===== src/sv/tcgelf_pkg.sv =====
// Shared types, codes and constants for the event log framer.
package tcgelf_pkg;

    localparam int ENTRY_COUNT_BITS_DEF = 16;

    localparam logic [31:0] NO_ACTION_TYPE_RST = 32'd3;
    localparam logic [3:0]  MAX_DIGESTS_RST    = 4'd8;

    localparam int HDR_DIGEST_BYTES = 20;

    localparam logic [15:0] ALG_SHA1   = 16'h0004;
    localparam logic [15:0] ALG_SHA256 = 16'h000B;
    localparam logic [15:0] ALG_SHA384 = 16'h000C;
    localparam logic [15:0] ALG_SHA512 = 16'h000D;
    localparam logic [15:0] ALG_SM3    = 16'h0012;

    localparam logic [2:0] BANK_SHA1   = 3'd0;
    localparam logic [2:0] BANK_SHA256 = 3'd1;
    localparam logic [2:0] BANK_SHA384 = 3'd2;
    localparam logic [2:0] BANK_SHA512 = 3'd3;
    localparam logic [2:0] BANK_SM3    = 3'd4;

    localparam logic [3:0] ROLE_HEADER  = 4'd0;
    localparam logic [3:0] ROLE_INDEX   = 4'd1;
    localparam logic [3:0] ROLE_TYPE    = 4'd2;
    localparam logic [3:0] ROLE_COUNT   = 4'd3;
    localparam logic [3:0] ROLE_ALG     = 4'd4;
    localparam logic [3:0] ROLE_DIGEST  = 4'd5;
    localparam logic [3:0] ROLE_SIZE    = 4'd6;
    localparam logic [3:0] ROLE_DATA    = 4'd7;
    localparam logic [3:0] ROLE_IGNORED = 4'd8;

    localparam logic [1:0] STOP_NONE      = 2'd0;
    localparam logic [1:0] STOP_TRUNCATED = 2'd1;
    localparam logic [1:0] STOP_TOO_MANY  = 2'd2;
    localparam logic [1:0] STOP_BAD_ALG   = 2'd3;

    localparam logic REG_NO_ACTION_TYPE = 1'b0;
    localparam logic REG_MAX_DIGESTS    = 1'b1;

    typedef enum logic [10:0] {
        PH_INDEX      = 11'b000_0000_0001,
        PH_TYPE       = 11'b000_0000_0010,
        PH_HDR_DIGEST = 11'b000_0000_0100,
        PH_HDR_SIZE   = 11'b000_0000_1000,
        PH_HDR_DATA   = 11'b000_0001_0000,
        PH_COUNT      = 11'b000_0010_0000,
        PH_ALG        = 11'b000_0100_0000,
        PH_DIGEST     = 11'b000_1000_0000,
        PH_SIZE       = 11'b001_0000_0000,
        PH_DATA       = 11'b010_0000_0000,
        PH_STOP       = 11'b100_0000_0000
    } phase_t;

    typedef struct packed {
        logic       valid;
        logic [2:0] bank;
    } bank_hit_t;

    function automatic bank_hit_t bank_lookup(input logic [15:0] alg);
        bank_hit_t hit;
        hit.valid = 1'b1;
        hit.bank  = BANK_SHA1;
        unique case (alg)
            ALG_SHA1:   hit.bank = BANK_SHA1;
            ALG_SHA256: hit.bank = BANK_SHA256;
            ALG_SHA384: hit.bank = BANK_SHA384;
            ALG_SHA512: hit.bank = BANK_SHA512;
            ALG_SM3:    hit.bank = BANK_SM3;
            default:    hit.valid = 1'b0;
        endcase
        return hit;
    endfunction

    function automatic logic [6:0] bank_size(input logic [2:0] bank);
        logic [6:0] sz;
        unique case (bank)
            BANK_SHA1:   sz = 7'd20;
            BANK_SHA256: sz = 7'd32;
            BANK_SHA384: sz = 7'd48;
            BANK_SHA512: sz = 7'd64;
            BANK_SM3:    sz = 7'd32;
            default:     sz = 7'd20;
        endcase
        return sz;
    endfunction

endpackage


===== src/sv/tcg_event_log_framer_core.sv =====
// Event log framer: byte-wise record parser with registered two-entry result buffer.
// Takes one log byte per beat and returns one result beat per byte, in order. A byte
// can be accepted on every clock while the skid entry is empty; its result goes to the
// output register, or to the skid entry while the master side stalls, which keeps the
// slave side open for one more beat. The per-byte parse step is one state update
// per accepted byte, so the rate is one byte per cycle while m_tready is high.
// Configuration must be written through the APB port while idle; it is not enforced.
module tcg_event_log_framer_core
    import tcgelf_pkg::*;
#(
    parameter int ENTRY_COUNT_BITS = ENTRY_COUNT_BITS_DEF,
    localparam int DATA_BITS = 111 + ENTRY_COUNT_BITS,
    localparam int TDATA_W   = ((DATA_BITS + 7) / 8) * 8
) (
    input  logic                  aclk,
    input  logic                  aresetn,

    input  logic                  psel,
    input  logic                  penable,
    input  logic                  pwrite,
    input  logic [2:0]            paddr,
    input  logic [31:0]           pwdata,
    output logic [31:0]           prdata,
    output logic                  pready,

    input  logic                  s_tvalid,
    output logic                  s_tready,
    input  logic [7:0]            s_tdata,   // log_byte
    input  logic                  s_tlast,   // last

    output logic                  m_tvalid,
    input  logic                  m_tready,
    // digest_bank, entry_done, pcr_index, event_type, digest_count, bank_mask,
    // data_length, stop_status, entry_count, zero fill
    output logic [TDATA_W-1:0]    m_tdata,
    output logic [3:0]            m_tuser,   // byte_role
    output logic                  m_tlast    // log_done
);

    typedef struct packed {
        logic [3:0]                  byte_role;
        logic                        log_done;
        logic [ENTRY_COUNT_BITS-1:0] entry_count;
        logic [1:0]                  stop_status;
        logic [31:0]                 data_length;
        logic [4:0]                  bank_mask;
        logic [3:0]                  digest_count;
        logic [31:0]                 event_type;
        logic [31:0]                 pcr_index;
        logic                        entry_done;
        logic [2:0]                  digest_bank;
    } result_t;

    // configuration
    logic [31:0] no_action_reg;
    logic [3:0]  max_digests_reg;
    logic        cfg_wr;

    assign pready = 1'b1;
    assign cfg_wr = psel && penable && pwrite;

    always_ff @(posedge aclk) begin
        if (!aresetn) begin
            no_action_reg   <= NO_ACTION_TYPE_RST;
            max_digests_reg <= MAX_DIGESTS_RST;
        end else if (cfg_wr) begin
            if (paddr[2] == REG_NO_ACTION_TYPE) begin
                no_action_reg <= pwdata;
            end else begin
                max_digests_reg <= pwdata[3:0];
            end
        end
    end

    always_comb begin
        if (paddr[2] == REG_NO_ACTION_TYPE) begin
            prdata = no_action_reg;
        end else begin
            prdata = {28'd0, max_digests_reg};
        end
    end

    // parser state
    phase_t                      phase_reg,     phase_next;
    logic                        first_reg,     first_next;
    logic [6:0]                  cnt_reg,       cnt_next;
    logic [31:0]                 fa_reg,        fa_next;
    logic [31:0]                 index_reg,     index_next;
    logic [31:0]                 type_reg,      type_next;
    logic [3:0]                  dtotal_reg,    dtotal_next;
    logic [3:0]                  dleft_reg,     dleft_next;
    logic [2:0]                  bank_reg,      bank_next;
    logic [4:0]                  seen_reg,      seen_next;
    logic [31:0]                 dlen_reg,      dlen_next;
    logic [1:0]                  stop_reg,      stop_next;
    logic [ENTRY_COUNT_BITS-1:0] records_reg,   records_next;

    logic        push, pop;
    logic [7:0]  cnt_inc;
    logic        take4_end, take2_end;
    logic [31:0] fa_base, fa_new;
    logic [3:0]  dleft_dec;
    logic        done, boundary;
    bank_hit_t   hit;
    result_t     res;

    assign cnt_inc   = {1'b0, cnt_reg} + 8'd1;
    assign take4_end = cnt_inc >= 8'd4;
    assign take2_end = cnt_inc >= 8'd2;
    assign fa_base   = (cnt_reg == 7'd0) ? 32'd0 : fa_reg;
    assign fa_new    = fa_base | ({24'd0, s_tdata} << {cnt_reg[1:0], 3'b000});
    assign dleft_dec = dleft_reg - 4'd1;
    assign hit       = bank_lookup(fa_new[15:0]);

    always_comb begin
        phase_next   = phase_reg;
        first_next   = first_reg;
        cnt_next     = cnt_reg;
        fa_next      = fa_reg;
        index_next   = index_reg;
        type_next    = type_reg;
        dtotal_next  = dtotal_reg;
        dleft_next   = dleft_reg;
        bank_next    = bank_reg;
        seen_next    = seen_reg;
        dlen_next    = dlen_reg;
        stop_next    = stop_reg;
        records_next = records_reg;
        done         = 1'b0;
        boundary     = 1'b0;
        res          = '0;
        res.byte_role = ROLE_IGNORED;

        unique case (phase_reg)
            PH_INDEX: begin
                res.byte_role = ROLE_INDEX;
                fa_next  = fa_new;
                cnt_next = take4_end ? 7'd0 : cnt_inc[6:0];
                if (take4_end) begin
                    index_next = fa_new;
                    phase_next = PH_TYPE;
                end
            end
            PH_TYPE: begin
                res.byte_role = ROLE_TYPE;
                fa_next  = fa_new;
                cnt_next = take4_end ? 7'd0 : cnt_inc[6:0];
                if (take4_end) begin
                    type_next  = fa_new;
                    first_next = 1'b0;
                    phase_next = (first_reg && fa_new == no_action_reg) ? PH_HDR_DIGEST
                                                                        : PH_COUNT;
                end
            end
            PH_HDR_DIGEST: begin
                res.byte_role = ROLE_HEADER;
                if (cnt_inc >= 8'(HDR_DIGEST_BYTES)) begin
                    cnt_next   = 7'd0;
                    phase_next = PH_HDR_SIZE;
                end else begin
                    cnt_next = cnt_inc[6:0];
                end
            end
            PH_HDR_SIZE: begin
                res.byte_role = ROLE_HEADER;
                fa_next  = fa_new;
                cnt_next = take4_end ? 7'd0 : cnt_inc[6:0];
                if (take4_end) begin
                    dlen_next = fa_new;
                    if (fa_new == 32'd0) begin
                        phase_next = PH_INDEX;
                        boundary   = 1'b1;
                    end else begin
                        phase_next = PH_HDR_DATA;
                    end
                end
            end
            PH_HDR_DATA: begin
                res.byte_role = ROLE_HEADER;
                dlen_next = dlen_reg - 32'd1;
                if (dlen_next == 32'd0) begin
                    phase_next = PH_INDEX;
                    boundary   = 1'b1;
                end
            end
            PH_COUNT: begin
                res.byte_role = ROLE_COUNT;
                fa_next  = fa_new;
                cnt_next = take4_end ? 7'd0 : cnt_inc[6:0];
                if (take4_end) begin
                    if (fa_new > {28'd0, max_digests_reg}) begin
                        stop_next  = STOP_TOO_MANY;
                        phase_next = PH_STOP;
                    end else begin
                        dtotal_next = fa_new[3:0];
                        dleft_next  = fa_new[3:0];
                        seen_next   = 5'd0;
                        phase_next  = (fa_new[3:0] == 4'd0) ? PH_SIZE : PH_ALG;
                    end
                end
            end
            PH_ALG: begin
                res.byte_role = ROLE_ALG;
                fa_next  = fa_new;
                cnt_next = take2_end ? 7'd0 : cnt_inc[6:0];
                if (take2_end) begin
                    if (!hit.valid) begin
                        stop_next  = STOP_BAD_ALG;
                        phase_next = PH_STOP;
                    end else begin
                        bank_next  = hit.bank;
                        seen_next  = seen_reg | (5'd1 << hit.bank);
                        phase_next = PH_DIGEST;
                    end
                end
            end
            PH_DIGEST: begin
                res.byte_role   = ROLE_DIGEST;
                res.digest_bank = bank_reg;
                if (cnt_inc >= {1'b0, bank_size(bank_reg)}) begin
                    cnt_next   = 7'd0;
                    dleft_next = dleft_dec;
                    phase_next = (dleft_dec == 4'd0) ? PH_SIZE : PH_ALG;
                end else begin
                    cnt_next = cnt_inc[6:0];
                end
            end
            PH_SIZE: begin
                res.byte_role = ROLE_SIZE;
                fa_next  = fa_new;
                cnt_next = take4_end ? 7'd0 : cnt_inc[6:0];
                if (take4_end) begin
                    dlen_next = fa_new;
                    if (fa_new == 32'd0) begin
                        done = 1'b1;
                    end else begin
                        phase_next = PH_DATA;
                    end
                end
            end
            PH_DATA: begin
                res.byte_role = ROLE_DATA;
                dlen_next = dlen_reg - 32'd1;
                if (dlen_next == 32'd0) begin
                    done = 1'b1;
                end
            end
            default: begin
                res.byte_role = ROLE_IGNORED;
            end
        endcase

        if (done) begin
            if (records_reg != '1) begin
                records_next = records_reg + ENTRY_COUNT_BITS'(1);
            end
            res.entry_done   = 1'b1;
            res.pcr_index    = index_reg;
            res.event_type   = type_reg;
            res.digest_count = dtotal_reg;
            res.bank_mask    = seen_next;
            res.data_length  = fa_next;
            phase_next       = PH_INDEX;
            boundary         = 1'b1;
        end

        if (s_tlast && stop_next == STOP_NONE && !boundary) begin
            stop_next = STOP_TRUNCATED;
        end

        res.stop_status = stop_next;
        res.log_done    = s_tlast;
        res.entry_count = records_next;

        // re-arm after the final byte
        if (s_tlast) begin
            phase_next   = PH_INDEX;
            first_next   = 1'b1;
            cnt_next     = 7'd0;
            fa_next      = 32'd0;
            index_next   = 32'd0;
            type_next    = 32'd0;
            dtotal_next  = 4'd0;
            dleft_next   = 4'd0;
            bank_next    = 3'd0;
            seen_next    = 5'd0;
            dlen_next    = 32'd0;
            stop_next    = STOP_NONE;
            records_next = '0;
        end
    end

    always_ff @(posedge aclk) begin
        if (!aresetn) begin
            phase_reg   <= PH_INDEX;
            first_reg   <= 1'b1;
            cnt_reg     <= 7'd0;
            fa_reg      <= 32'd0;
            index_reg   <= 32'd0;
            type_reg    <= 32'd0;
            dtotal_reg  <= 4'd0;
            dleft_reg   <= 4'd0;
            bank_reg    <= 3'd0;
            seen_reg    <= 5'd0;
            dlen_reg    <= 32'd0;
            stop_reg    <= STOP_NONE;
            records_reg <= '0;
        end else if (push) begin
            phase_reg   <= phase_next;
            first_reg   <= first_next;
            cnt_reg     <= cnt_next;
            fa_reg      <= fa_next;
            index_reg   <= index_next;
            type_reg    <= type_next;
            dtotal_reg  <= dtotal_next;
            dleft_reg   <= dleft_next;
            bank_reg    <= bank_next;
            seen_reg    <= seen_next;
            dlen_reg    <= dlen_next;
            stop_reg    <= stop_next;
            records_reg <= records_next;
        end
    end

    // result buffer: output register plus skid entry
    logic    out_valid_reg, out_valid_next;
    logic    skid_valid_reg, skid_valid_next;
    result_t out_reg, out_next;
    result_t skid_reg, skid_next;

    assign s_tready = !skid_valid_reg;
    assign push     = s_tvalid && s_tready;
    assign pop      = out_valid_reg && m_tready;

    always_comb begin
        out_valid_next  = out_valid_reg;
        skid_valid_next = skid_valid_reg;
        out_next        = out_reg;
        skid_next       = skid_reg;
        if (!out_valid_reg || pop) begin
            if (skid_valid_reg) begin
                out_next        = skid_reg;
                out_valid_next  = 1'b1;
                skid_next       = res;
                skid_valid_next = push;
            end else begin
                out_next       = res;
                out_valid_next = push;
            end
        end else if (push) begin
            skid_next       = res;
            skid_valid_next = 1'b1;
        end
    end

    always_ff @(posedge aclk) begin
        if (!aresetn) begin
            out_valid_reg  <= 1'b0;
            skid_valid_reg <= 1'b0;
        end else begin
            out_valid_reg  <= out_valid_next;
            skid_valid_reg <= skid_valid_next;
        end
    end

    always_ff @(posedge aclk) begin
        out_reg  <= out_next;
        skid_reg <= skid_next;
    end

    assign m_tvalid = out_valid_reg;
    assign m_tuser  = out_reg.byte_role;
    assign m_tlast  = out_reg.log_done;
    assign m_tdata  = TDATA_W'({out_reg.entry_count, out_reg.stop_status,
                                out_reg.data_length, out_reg.bank_mask,
                                out_reg.digest_count, out_reg.event_type,
                                out_reg.pcr_index, out_reg.entry_done,
                                out_reg.digest_bank});

endmodule

===== config.mk =====
export PLATFORM = sky130hd
export DESIGN_NAME = tcg_event_log_framer_core
export DESIGN_NICKNAME = d
export VERILOG_FILES = /design/src/sv/tcgelf_pkg.sv /design/src/sv/tcg_event_log_framer_core.sv
export SDC_FILE = /design/constraint.sdc
export NUM_CORES = 1
export LEC_CHECK = 0
export BUFFER_PORTS_ARGS = -buffer_cell sky130_fd_sc_hd__buf_2
export CORE_MARGIN = 2
export CORE_UTILIZATION = 40
export DETAILED_ROUTE_END_ITERATION = 6
export GPL_ROUTABILITY_DRIVEN = 0
export PLACE_DENSITY = 0.57
export SLEW_MARGIN = 20
export SYNTH_ARGS = -nofsm -noshare
export SYNTH_HDL_FRONTEND = slang
export SYNTH_SLANG_ARGS = --single-unit

===== constraint.sdc =====
create_clock -name aclk -period 22.1 [get_ports aclk]
set_clock_uncertainty 0.1 [all_clocks]
set_input_delay 5.525 -clock aclk [delete_from_list [all_inputs] [get_ports aclk]]
set_output_delay 5.525 -clock aclk [all_outputs]
set_load 0.02 [all_outputs]

==> impl_results.md <==
* Outcome: completed
* I/O pins at 219
* Initial drt markers at 1,705
* Top post-synthesis cells by area: edfxtp_1 (35%), dfxtp_1 (19%), mux2_2 (6.3%)
* Number of global-route vias before repair at 17,200
* Critical path type: in -> out
* Highest clock rate at 81.8 MHz
* CTS clock-pin slew for the worst setup and hold paths at 0.06 ns
* Worst-margin pin slew at 1.10 ns
* Pre-antenna DRT Iters at 7
* Place WS at 9.88 ns
* Post-CTS sizing at 0
* Tcrit/Tclk final at 55.3%
* Hpwl dp at 44,200 um
* Worst setup SP type: primary input
* Multi-input combinational cell area at 9810 um2
* CORE AREA at 56,300 um2
* Largest net degree at the start of global routing at 104
* Placed Cells at 3,119
* Critical Path RT at 16.48 ns
* FILL cells at 5,292
* Cell Area, Synth at 22,800 um2
* Fin. Hold Viols at 0
* Clk_lat worst skew at 0.63 ns
* Setup TNS at 0 ns
* Share of cells above drive strength 1 at 19.5%
* Worst Setup End Kind: output port
* Slowest-stage cell, CP: buf_2
* Total GRT Usage at 21.8%
* Initial antenna violation count at 4
* Async S/R FF share, synth at 0%
* Antenna viol nets, final at 0
* DR vias at 18,100
* DRC viols at 0
* Number of synthesized flops with an enable pin at 264
* Die width at 243 um
* Synth Register Bits at 483
* Fin Hold WS at 0.381 ns
* Slew margin rel. at 26.5%
* Ys Warns at 0
* P_leak at 10.0 nW
* Syn_nets at 2,341
* Total power at 0.00197 W
* Die ar. at 58,800 um2
* Area fraction of the dominant cell type after synthesis at 34.8%
* HP Class: reg -> reg
* Max incr delay on CP at 0.50 ns
* CP dominant cell by count: buf_2
* CTS hold repair buffers at 0
* Vias/cell at 5.64
* Delay-heaviest family, CP: buffers and inverters
* Grt ovf at 0
* Layout area overhead at 14.4%
* Routed len/inst at 20.4 um
* Final setup viols at 0
* H-tree levels at 2
* Clock Path Buffers at 3
* Final Slew Violations at 0
* Max VDD drop at 0.0504 mV
* WL final at 65,700 um
* Netlist cell types at 76
* First-pass GRT wire length at 102,000 um
* Die H at 243 um
* Worst Path Max Fanout at 35
* Power density over cell area at 75.7 nW/um2
* Area leader, netlist: edfxtp_1
* Worst setup margin at 9.88 ns
* Maxcap violations at 0
* Number of port buffers at 214
* Crit path time final at 12.22 ns
* WP buf/inv at 2
* CP arrival at 6.60 ns
* Critical path cell sequence: buf_2 -> mux2_2 -> buf_2
* Largest register FFs at 132
* Register area share after synthesis at 54.1%
* Finished Layout Cells at 3,217
* Rows at 87
* Post-CTS Setup Bufs at 0
* Cell count after synthesis at 2,274
* Register area at 12,300 um2
* Effective utilization at floorplan at 40.4%
* Nets@finish at 2,484
* CTS Buf Count at 52
* Synth Flop Type: edfxtp_1
* Syn_area_per_cell at 10.0 um2
* CTS tree: built
* RSZ-0062 raised after global routing: no
* Clk sink count at 483
* Clk root buf: clkbuf_16
[cell usage after synthesis (7+ instances only)]
cell type,n
and2_1,79
o21ai_0,79
o31ai_1,22
ha_1,16
inv_1,25
o211ai_1,8
clkbuf_1,139
a22o_1,27
nor2_1,233
or2_2,10
mux2i_1,18
nand3b_1,8
nor3_1,55
edfxtp_1,264
and3_1,14
mux2_2,127
o21a_1,9
nand4_1,18
nand2b_1,15
or3_1,19
nor2b_1,36
nand2_1,274
nor4_1,37
a22oi_1,74
a21oi_1,199
xor2_1,36
or4_1,15
dfxtp_1,219
nand3_1,41
a211oi_1,15
a31oi_1,17
xnor2_1,24
a21boi_0,7
[tightest hold or removal path: cells and delay by family (launching register included)]
| family | cells | cell delay, ns |
|---|---|---|
| DFF | 1 | 0.32 |
| and+or+nand+nor | 1 | 0.08 |
| AOI/OAI and AO/OA | 1 | 0.04 |
[metrics by stage]
stage,instance area (um2),util (%)
floorplan,22800,-
global placement,24400,43.4
detailed placement,24400,43.4
CTS,26000,46.3
global route,26000,46.3
finish,26000,46.3
[cells in the final DEF, fill, tap and decap left out, types with 15 or more instances in the layout]
cell type  netlist  layout
nand2_1        274     273
clkbuf_16        0      52
inv_1           25      24
a31oi_1         17      17
nor2_1         233     229
nor4_1          37      37
or4_1           15      15
dfxtp_1        219     219
nand4_1         18      18
a22o_1          27      27
o21ai_0         79      78
nor3_1          55      53
or3_1           19      19
edfxtp_1       264     264
clkbuf_1       139      18
buf_4            2      26
mux2i_1         18      18
a21oi_1        199     197
xnor2_1         24      24
ha_1            16      16
nor2b_1         36      36
xor2_1          36      36
a211oi_1        15      15
buf_2            5     214
and2_1          79      79
o31ai_1         22      22
nand3_1         41      41
mux2_2         127     127
a22oi_1         74      74
[report_power, final]
part,switching [W],internal [W],total (W)
registers,0.0000125,0.000971,0.000983
logic,0.000124,0.0000475,0.000171
clock network,0.000365,0.000452,0.000817
[final timing paths]
kind                                     end  slack (ns)   startpoint  cells after the start
worst max register to register  m_tdata[111]       16.20   cnt_reg[0]                     14
worst min register to register   seen_reg[4]        0.38  seen_reg[4]                      2
worst min-delay path             seen_reg[4]        0.38  seen_reg[4]                      2
worst max-delay path               prdata[2]        9.88     paddr[2]                      3
[layer usage]
metal	vias to the layer above	wire length [um]	GRT usage, %	part of all wire [%]
met2	675	29900	34.5	45
met1	8802	29500	30.4	45
met5	-	10	0	0.015
met3	119	4550	3.92	6.9
met4	2	1730	6.81	2.6
li1	8541	-	-	-
[layout make-up]
| type | instances | area share [%] |
|---|---|---|
| repair buffers | 240 | 4.86 |
| multi-input cells | 1611 | 37.7 |
| diodes | 3 | 0.0288 |
| flip-flops and latches | 483 | 47.3 |
| inverters | 29 | 0.447 |
| clock inverters | 21 | 0.639 |
| well taps | 756 | 3.63 |
| clock buffers | 74 | 5.47 |
[kinds of logic after synthesis]
kind of cell               share of synthesized area [%]
DFF                                                 54.1
other                                             0.0330
buffers and inverters                               3.07
and+or+nand+nor                                     18.7
AOI/OAI and AO/OA                                   13.8
muxes                                               7.07
xor gates and xnor gates                            2.31
adders and majority gates                          0.879
Note: power is estimated with default switching activity, not from simulation.
